## config.mk

```make
export PLATFORM = sky130hd
export DESIGN_NAME = rud_cell
export DESIGN_NICKNAME = d
export VERILOG_FILES = /design/src/rtl/rud_pkg.sv /design/src/rtl/rud_cell.sv
export SDC_FILE = /design/constraint.sdc
export NUM_CORES = 1
export LEC_CHECK = 0
export BUFFER_PORTS_ARGS = -buffer_cell sky130_fd_sc_hd__buf_4
export CORE_MARGIN = 10
export CORE_UTILIZATION = 49
export DETAILED_ROUTE_END_ITERATION = 16
export PLACE_DENSITY = 0.8
export SYNTH_ARGS = -nofsm -noshare
export SYNTH_HDL_FRONTEND = slang
export SYNTH_SLANG_ARGS = --single-unit
```

## constraint.sdc

```tcl
create_clock -name clk -period 3.8 [get_ports clk]
set_input_delay 0.19 -clock clk [delete_from_list [all_inputs] [get_ports clk]]
set_output_delay 0.19 -clock clk [all_outputs]
set_load 0.1 [all_outputs]
```

## src/rtl/rud_pkg.sv

```systemverilog
// Shared types for the restoring unsigned divider.
`timescale 1ns / 1ps

package rud_pkg;

  // Per-cell control that travels down the chain with each operand pair
  typedef struct packed {
    logic valid;
    logic dbz;
  } rud_ctl_t;

endpackage

```

## src/rtl/rud_cell.sv

```systemverilog
// One restoring-division cell: a single shift, trial subtract and quotient bit.
`timescale 1ns / 1ps

module rud_cell #(
  parameter int DATA_WIDTH = 32
) (
  input  logic                      clk,
  input  logic                      rst,
  input  logic                      advance,
  input  rud_pkg::rud_ctl_t         ctl_in,
  input  logic [2*DATA_WIDTH-1:0]   acc_in,
  input  logic [DATA_WIDTH-1:0]     div_in,
  output rud_pkg::rud_ctl_t         ctl_out,
  output logic [2*DATA_WIDTH-1:0]   acc_out,
  output logic [DATA_WIDTH-1:0]     div_out
);
  import rud_pkg::*;

  // acc holds {partial remainder, unused dividend bits / quotient bits so far}
  logic [DATA_WIDTH:0]     trial;
  logic [DATA_WIDTH:0]     diff;
  logic                    fits;
  logic [2*DATA_WIDTH-1:0] acc_next;
  rud_ctl_t                ctl;
  logic [2*DATA_WIDTH-1:0] acc;
  logic [DATA_WIDTH-1:0]   div;

  // Shift the remainder left by one and try the divisor against it
  always_comb begin
    trial = acc_in[2*DATA_WIDTH-1:DATA_WIDTH-1];
    diff  = trial - {1'b0, div_in};
    fits  = (trial >= {1'b0, div_in});
    if (fits) begin
      acc_next = {diff[DATA_WIDTH-1:0], acc_in[DATA_WIDTH-2:0], 1'b1};
    end else begin
      acc_next = {trial[DATA_WIDTH-1:0], acc_in[DATA_WIDTH-2:0], 1'b0};
    end
  end

  // Advance control with reset; payload holds no reset
  always_ff @(posedge clk) begin
    if (rst) begin
      ctl.valid <= 1'b0;
      ctl.dbz   <= 1'b0;
    end else if (advance) begin
      ctl <= ctl_in;
    end
  end

  always_ff @(posedge clk) begin
    if (advance) begin
      acc <= acc_next;
      div <= div_in;
    end
  end

  assign ctl_out = ctl;
  assign acc_out = acc;
  assign div_out = div;

endmodule

```

# After elaboration in Yosys (flattened, before gate mapping)
# Cells that the tools add are included.
[word_totals]
register_bits = 98
wordCells = 7
[classes]
n_addsub = 1
n_lt_le_gt_ge = 1
n_mux = 1
[op_table]
columns = ["operator", "count"]
rows = [
  ["64-bit two-way mux", 1],
  ["33-bit by 32-bit >= comparator with 1-bit output", 1],
  ["32-bit subtractor", 1],
]

# Logic depth before layout (Yosys ltp)
[logic_depth]
word_depth = 2
ltp_mapped = 13
mapped_depth_nobuf = 12

# Worst setup path after synthesis
# Ideal clock, no wire load.
[synth_timing]
path_kind = "input port to flip-flop"
start = "in div_in[18]"
end = "reg acc[62], in the netlist acc_out[62] (data pin)"
stages = 12
arrival_ns = 2.745
setup_slack_ns = 0.793
path_buffers = 2
cell_sequence = "inv_1 ha_1 clkbuf_1 nand4_1 or4_1 a21oi_1 nor3_1 a211oi_2 o21ai_2 o31ai_4 buf_6 mux2_1"
[synth_between]
elab_chain_cells = 2
word_cells_on_any_way = 3
[synth_rtl]
columns = ["element", "line_no", "source"]
rows = [
  ["start, declared", "rud_cell.sv:12", "input logic [DATA_WIDTH-1:0] div_in,"],
  ["32-bit subtractor / 33-bit by 32-bit >= comparator with 1-bit output (equally long branches)", "rud_cell.sv:31, rud_cell.sv:32", ""],
  ["64-bit two-way mux *", "rud_cell.sv:33", "if (fits) begin"],
  ["via acc_next[62]", "rud_cell.sv:23", "logic [2*DATA_WIDTH-1:0] acc_next;"],
  ["end signal, assigned", "rud_cell.sv:52", "acc <= acc_next;"],
  ["end, declared", "rud_cell.sv:25", "logic [2*DATA_WIDTH-1:0] acc;"],
]
# Mark *: on every way through the listed nets, which the timed path passes. The rest lies on a longest branch.
# A chain may end at the register's enable or synchronous reset.

# Worst setup path after layout
[layout_timing]
start = "in div_in[18]"
end = "reg acc[55], in the netlist acc_out[55] (data pin)"
# Same word-level chain as after synthesis.

==> flow_summary.html <==
<table>
<tr><th>Metric</th><th>Value</th></tr>
<tr><th colspan="2">Run status</th></tr>
<tr><td>Outcome</td><td>completed</td></tr>
<tr><th colspan="2">Layout</th></tr>
<tr><td>Total area of multi-input combinational cells</td><td>2000 sq um</td></tr>
<tr><td>Highest-count cells in the layout ignoring fill and taps</td><td>sky130_fd_sc_hd__buf_4 (200), sky130_fd_sc_hd__edfxtp_1 (96), sky130_fd_sc_hd__a21oi_1 (57), sky130_fd_sc_hd__dlygate4sd3_1 (50)</td></tr>
<tr><td>Share of cells above drive strength 1</td><td>32.6%</td></tr>
<tr><td>Area added between synthesis and finish</td><td>44.6%</td></tr>
<tr><td>N_diodes</td><td>0</td></tr>
<tr><td>Register cell area after layout</td><td>2920 sq um</td></tr>
<tr><td>Number of filler cells placed in the layout</td><td>726</td></tr>
<tr><td>Count of nets after finishing</td><td>825</td></tr>
<tr><td>Most common cell after layout, fill and taps aside</td><td>sky130_fd_sc_hd__buf_4</td></tr>
<tr><th colspan="2">Route</th></tr>
<tr><td>Remaining antenna violation count after routing</td><td>0</td></tr>
<tr><td>DRC</td><td>0</td></tr>
<tr><td>DRT iter0 DRCs</td><td>334</td></tr>
<tr><td>Final routed wire length divided by cell count</td><td>18.9 um</td></tr>
<tr><td>Count of TritonRoute iterations in the first routing pass</td><td>5</td></tr>
<tr><td>Aggregate routed wire length</td><td>15.7 mm</td></tr>
<tr><td>Detailed-route vias per instance</td><td>5.23</td></tr>
<tr><td>Via total after detailed routing</td><td>4,349</td></tr>
<tr><th colspan="2">Floorplan</th></tr>
<tr><td>Vertical extent of the die</td><td>123 um</td></tr>
<tr><td>Initial cell density of the core</td><td>50.1%</td></tr>
<tr><td>Die boundary width</td><td>123 um</td></tr>
<tr><td>Site row count</td><td>37</td></tr>
<tr><td>I/O pin count</td><td>199</td></tr>
<tr><td>Std-Cell Core Area</td><td>10,300 sq um</td></tr>
<tr><td>Overall die area</td><td>15,000 sq um</td></tr>
<tr><th colspan="2">Setup path</th></tr>
<tr><td>Sort of element at the start of the critical path</td><td>primary input</td></tr>
<tr><td>Critical path capture point type</td><td>flip-flop</td></tr>
<tr><td>Crit path from</td><td>div_in[18]</td></tr>
<tr><td>Worst Path Arrival</td><td>3.58 ns</td></tr>
<tr><td>R2R depth</td><td>2</td></tr>
<tr><td>Max FO, Critical Path</td><td>54</td></tr>
<tr><td>R2r setup slk</td><td>3.15 ns</td></tr>
<tr><td>Reg-to-Reg Start</td><td>ctl_out[0]$_SDFFE_PP0P_</td></tr>
<tr><td>Classification of the worst setup path</td><td>in2reg</td></tr>
<tr><td>Worst path required time</td><td>3.91 ns</td></tr>
<tr><td>Capture instance of the worst register-to-register path</td><td>ctl_out[0]$_SDFFE_PP0P_</td></tr>
<tr><th colspan="2">Timing</th></tr>
<tr><td>Pin slew with the least headroom to its limit</td><td>0.506 ns</td></tr>
<tr><td>Worst hold slack</td><td>0.0106 ns</td></tr>
<tr><td>Final max-slew violation count</td><td>0</td></tr>
<tr><td>Final Hold Viols</td><td>0</td></tr>
<tr><td>Fin Setup TNS</td><td>0 ns</td></tr>
<tr><td>Final critical delay including setup and external delays</td><td>3.46 ns</td></tr>
<tr><td>Clock skew</td><td>0 ns</td></tr>
<tr><td>Setup violation total in the final timing report</td><td>0</td></tr>
<tr><td>Setup repair after global routing missed its margin</td><td>false</td></tr>
<tr><td>Worst max-slew margin expressed relative to the limit</td><td>66.1%</td></tr>
<tr><td>Fin crit share</td><td>91.1%</td></tr>
<tr><td>FMAX</td><td>289 MHz</td></tr>
<tr><th colspan="2">GRT</th></tr>
<tr><td>Global-route wire length before repair</td><td>22.0 mm</td></tr>
<tr><td>Vias in the first global route</td><td>4,197</td></tr>
<tr><td>Pin count of the biggest net entering global routing</td><td>55</td></tr>
<tr><td>Remaining Overflow, GRT</td><td>0</td></tr>
<tr><td>Global-route total usage across every layer</td><td>18.4%</td></tr>
<tr><td>Initial antenna violation count</td><td>0</td></tr>
<tr><th colspan="2">CTS</th></tr>
<tr><td>Num CTS Buffers</td><td>9</td></tr>
<tr><td>Max Buffers Root-to-Sink</td><td>2</td></tr>
<tr><td>Total of hold buffers inserted after clock tree synthesis</td><td>21</td></tr>
<tr><td>Worst skew pair latency</td><td>0.36 ns</td></tr>
<tr><td>Clock root buffer master</td><td>sky130_fd_sc_hd__clkbuf_8</td></tr>
<tr><td>Clock-pin transition on the worst setup and hold timing paths</td><td>0.11 ns</td></tr>
<tr><td>Clock tree from TritonCTS</td><td>done</td></tr>
<tr><td>Sink Count</td><td>98</td></tr>
<tr><td>PostCTS Resize Cnt</td><td>0</td></tr>
<tr><td>H-tree Lvls</td><td>3</td></tr>
<tr><td>Post-CTS Setup Inserts</td><td>0</td></tr>
<tr><th colspan="2">Place</th></tr>
<tr><td>Port-buffer cells</td><td>198</td></tr>
<tr><td>Half-perimeter wire length after detailed placement</td><td>11.5 mm</td></tr>
<tr><td>Global placement routability congestion</td><td>0.841</td></tr>
<tr><th colspan="2">Min path</th></tr>
<tr><td>Classification of the worst-slack hold path</td><td>in2reg</td></tr>
<tr><td>Instance count along the most critical hold path</td><td>1</td></tr>
<tr><td>Hold Startpoint</td><td>div_in[20]</td></tr>
<tr><td>End point of the worst hold path</td><td>div_out[20]$_DFFE_PP_</td></tr>
<tr><th colspan="2">Power</th></tr>
<tr><td>Power density of the placed cells</td><td>480 nW/um^2</td></tr>
<tr><td>Leakage power summed over all cells</td><td>3.29 nW</td></tr>
<tr><td>Maximum vdd ir drop</td><td>277 uV</td></tr>
<tr><td>Overall Power</td><td>3.57 mW</td></tr>
<tr><th colspan="2">Yosys</th></tr>
<tr><td>Register bit count reported by yosys</td><td>98</td></tr>
<tr><td>Async SR Flop Fraction</td><td>0%</td></tr>
<tr><td>Net count of the mapped netlist</td><td>579</td></tr>
<tr><td>Yosys warns</td><td>0</td></tr>
<tr><td>Dominant synthesized flop cell</td><td>sky130_fd_sc_hd__edfxtp_1</td></tr>
<tr><td>Distinct cell type count of the synthesized netlist</td><td>48</td></tr>
<tr><td>Mean instance size in the synthesized netlist</td><td>11.6 sq um</td></tr>
<tr><td>Cell count after synthesis</td><td>445</td></tr>
<tr><td>Mapped cell area</td><td>5150 sq um</td></tr>
<tr><td>Sequential fraction of the synthesis area</td><td>56.8%</td></tr>
<tr><td>Post-synth EDFFs</td><td>96</td></tr>
<tr><th colspan="2">Flow run</th></tr>
<tr><td>Maximum Capacitance Violations</td><td>0</td></tr>
</table>
==> through the flow <==
stage / cells / utilization (%) / setup WS (ns) / instance area (sq um)
5_1_grt: 832 / 72.5 / 0.123 / 7450
6_report: 832 / 72.5 / 0.337 / 7450
3_5_place_dp: 766 / 65.7 / 0.494 / 6760
4_1_cts: 803 / 69.6 / 0.666 / 7160
2_1_floorplan: 445 / - / 0.793 / 5150
3_3_place_gp: 766 / 65.7 / 0.565 / 6760
==> kinds of logic after synthesis <==
logic type,Yosys count,synth area share (%)
muxes,13,2.77
DFF,98,56.8
buffers and inverters,54,4.42
and+or+nand+nor,101,8.97
xor gates and xnor gates,27,4.59
adders and majority gates,33,8.16
AOI/OAI and AO/OA,119,14.3
==> state kept, by name, indices dropped and copies added (netlist names) <==
register	cells
acc_out	64
ctl_out	2
div_out	32
==> power breakdown <==
group	total (mW)	switching, mW	internal, mW
Sequential	1.36	0.0355	1.33
Clock	0.650	0.399	0.251
Combinational	1.56	1.16	0.407
Total	3.57	1.59	1.98
==> layout make-up <==
| type | count | share of cell area [%] |
|---|---|---|
| Multi-Input combinational cell | 293 | 26.8 |
| Timing Repair Buffer | 251 | 27.2 |
| Tap cell | 136 | 2.28 |
| Clock inverter | 7 | 0.890 |
| Clock buffer | 9 | 1.66 |
| Sequential cell | 98 | 39.2 |
| Inverter | 38 | 1.92 |
==> cell usage after synthesis (8+ instances only) <==
cell type	instances	area share, %
sky130_fd_sc_hd__nand3_1	8	0.78
sky130_fd_sc_hd__a21oi_1	57	5.5
sky130_fd_sc_hd__nor2_1	38	2.8
sky130_fd_sc_hd__nand2_1	27	2.0
sky130_fd_sc_hd__a21o_1	13	1.9
sky130_fd_sc_hd__nand4_1	8	0.97
sky130_fd_sc_hd__ha_1	32	7.8
sky130_fd_sc_hd__xor2_1	13	2.2
sky130_fd_sc_hd__edfxtp_1	96	56
sky130_fd_sc_hd__inv_1	38	2.8
sky130_fd_sc_hd__clkbuf_1	9	0.66
sky130_fd_sc_hd__xnor2_1	14	2.4
sky130_fd_sc_hd__o21ai_0	15	1.5
==> worst max-delay path, stage by stage <==
cell and delay [ns]:
sky130_fd_sc_hd__dlygate4sd3_1 0.57, sky130_fd_sc_hd__buf_4 0.12, sky130_fd_sc_hd__inv_1 0.04, sky130_fd_sc_hd__ha_1 0.40, sky130_fd_sc_hd__nand4_1 0.18, sky130_fd_sc_hd__or4_1 0.50
sky130_fd_sc_hd__a21oi_1 0.14, sky130_fd_sc_hd__nor3_1 0.09, sky130_fd_sc_hd__a211oi_2 0.24, sky130_fd_sc_hd__o21ai_2 0.16, sky130_fd_sc_hd__o31ai_4 0.28, sky130_fd_sc_hd__buf_12 0.28
sky130_fd_sc_hd__mux2_1 0.36
==> per-layer routing <==
| metal | wire, um | up-vias | global-route usage, % |
|---|---|---|---|
| met4 | 193 | 0 | 3.83 |
| met1 | 6270 | 2040 | 21.2 |
| li1 | - | 2118 | - |
| met3 | 1490 | 13 | 6.89 |
| met5 | 0 | - | 0 |
| met2 | 7730 | 178 | 32.1 |
==> worst max path at each step <==
stage | to | cells after the start
final | acc_out[55]$_DFFE_PP_ | 13
after global routing | acc_out[38]$_DFFE_PP_ | 13
after CTS | acc_out[38]$_DFFE_PP_ | 13
after detailed placement | acc_out[62]$_DFFE_PP_ | 13
after global placement | acc_out[58]$_DFFE_PP_ | 13
after floorplan | acc_out[62]$_DFFE_PP_ | 12
Power figures use the tool's default switching activity.
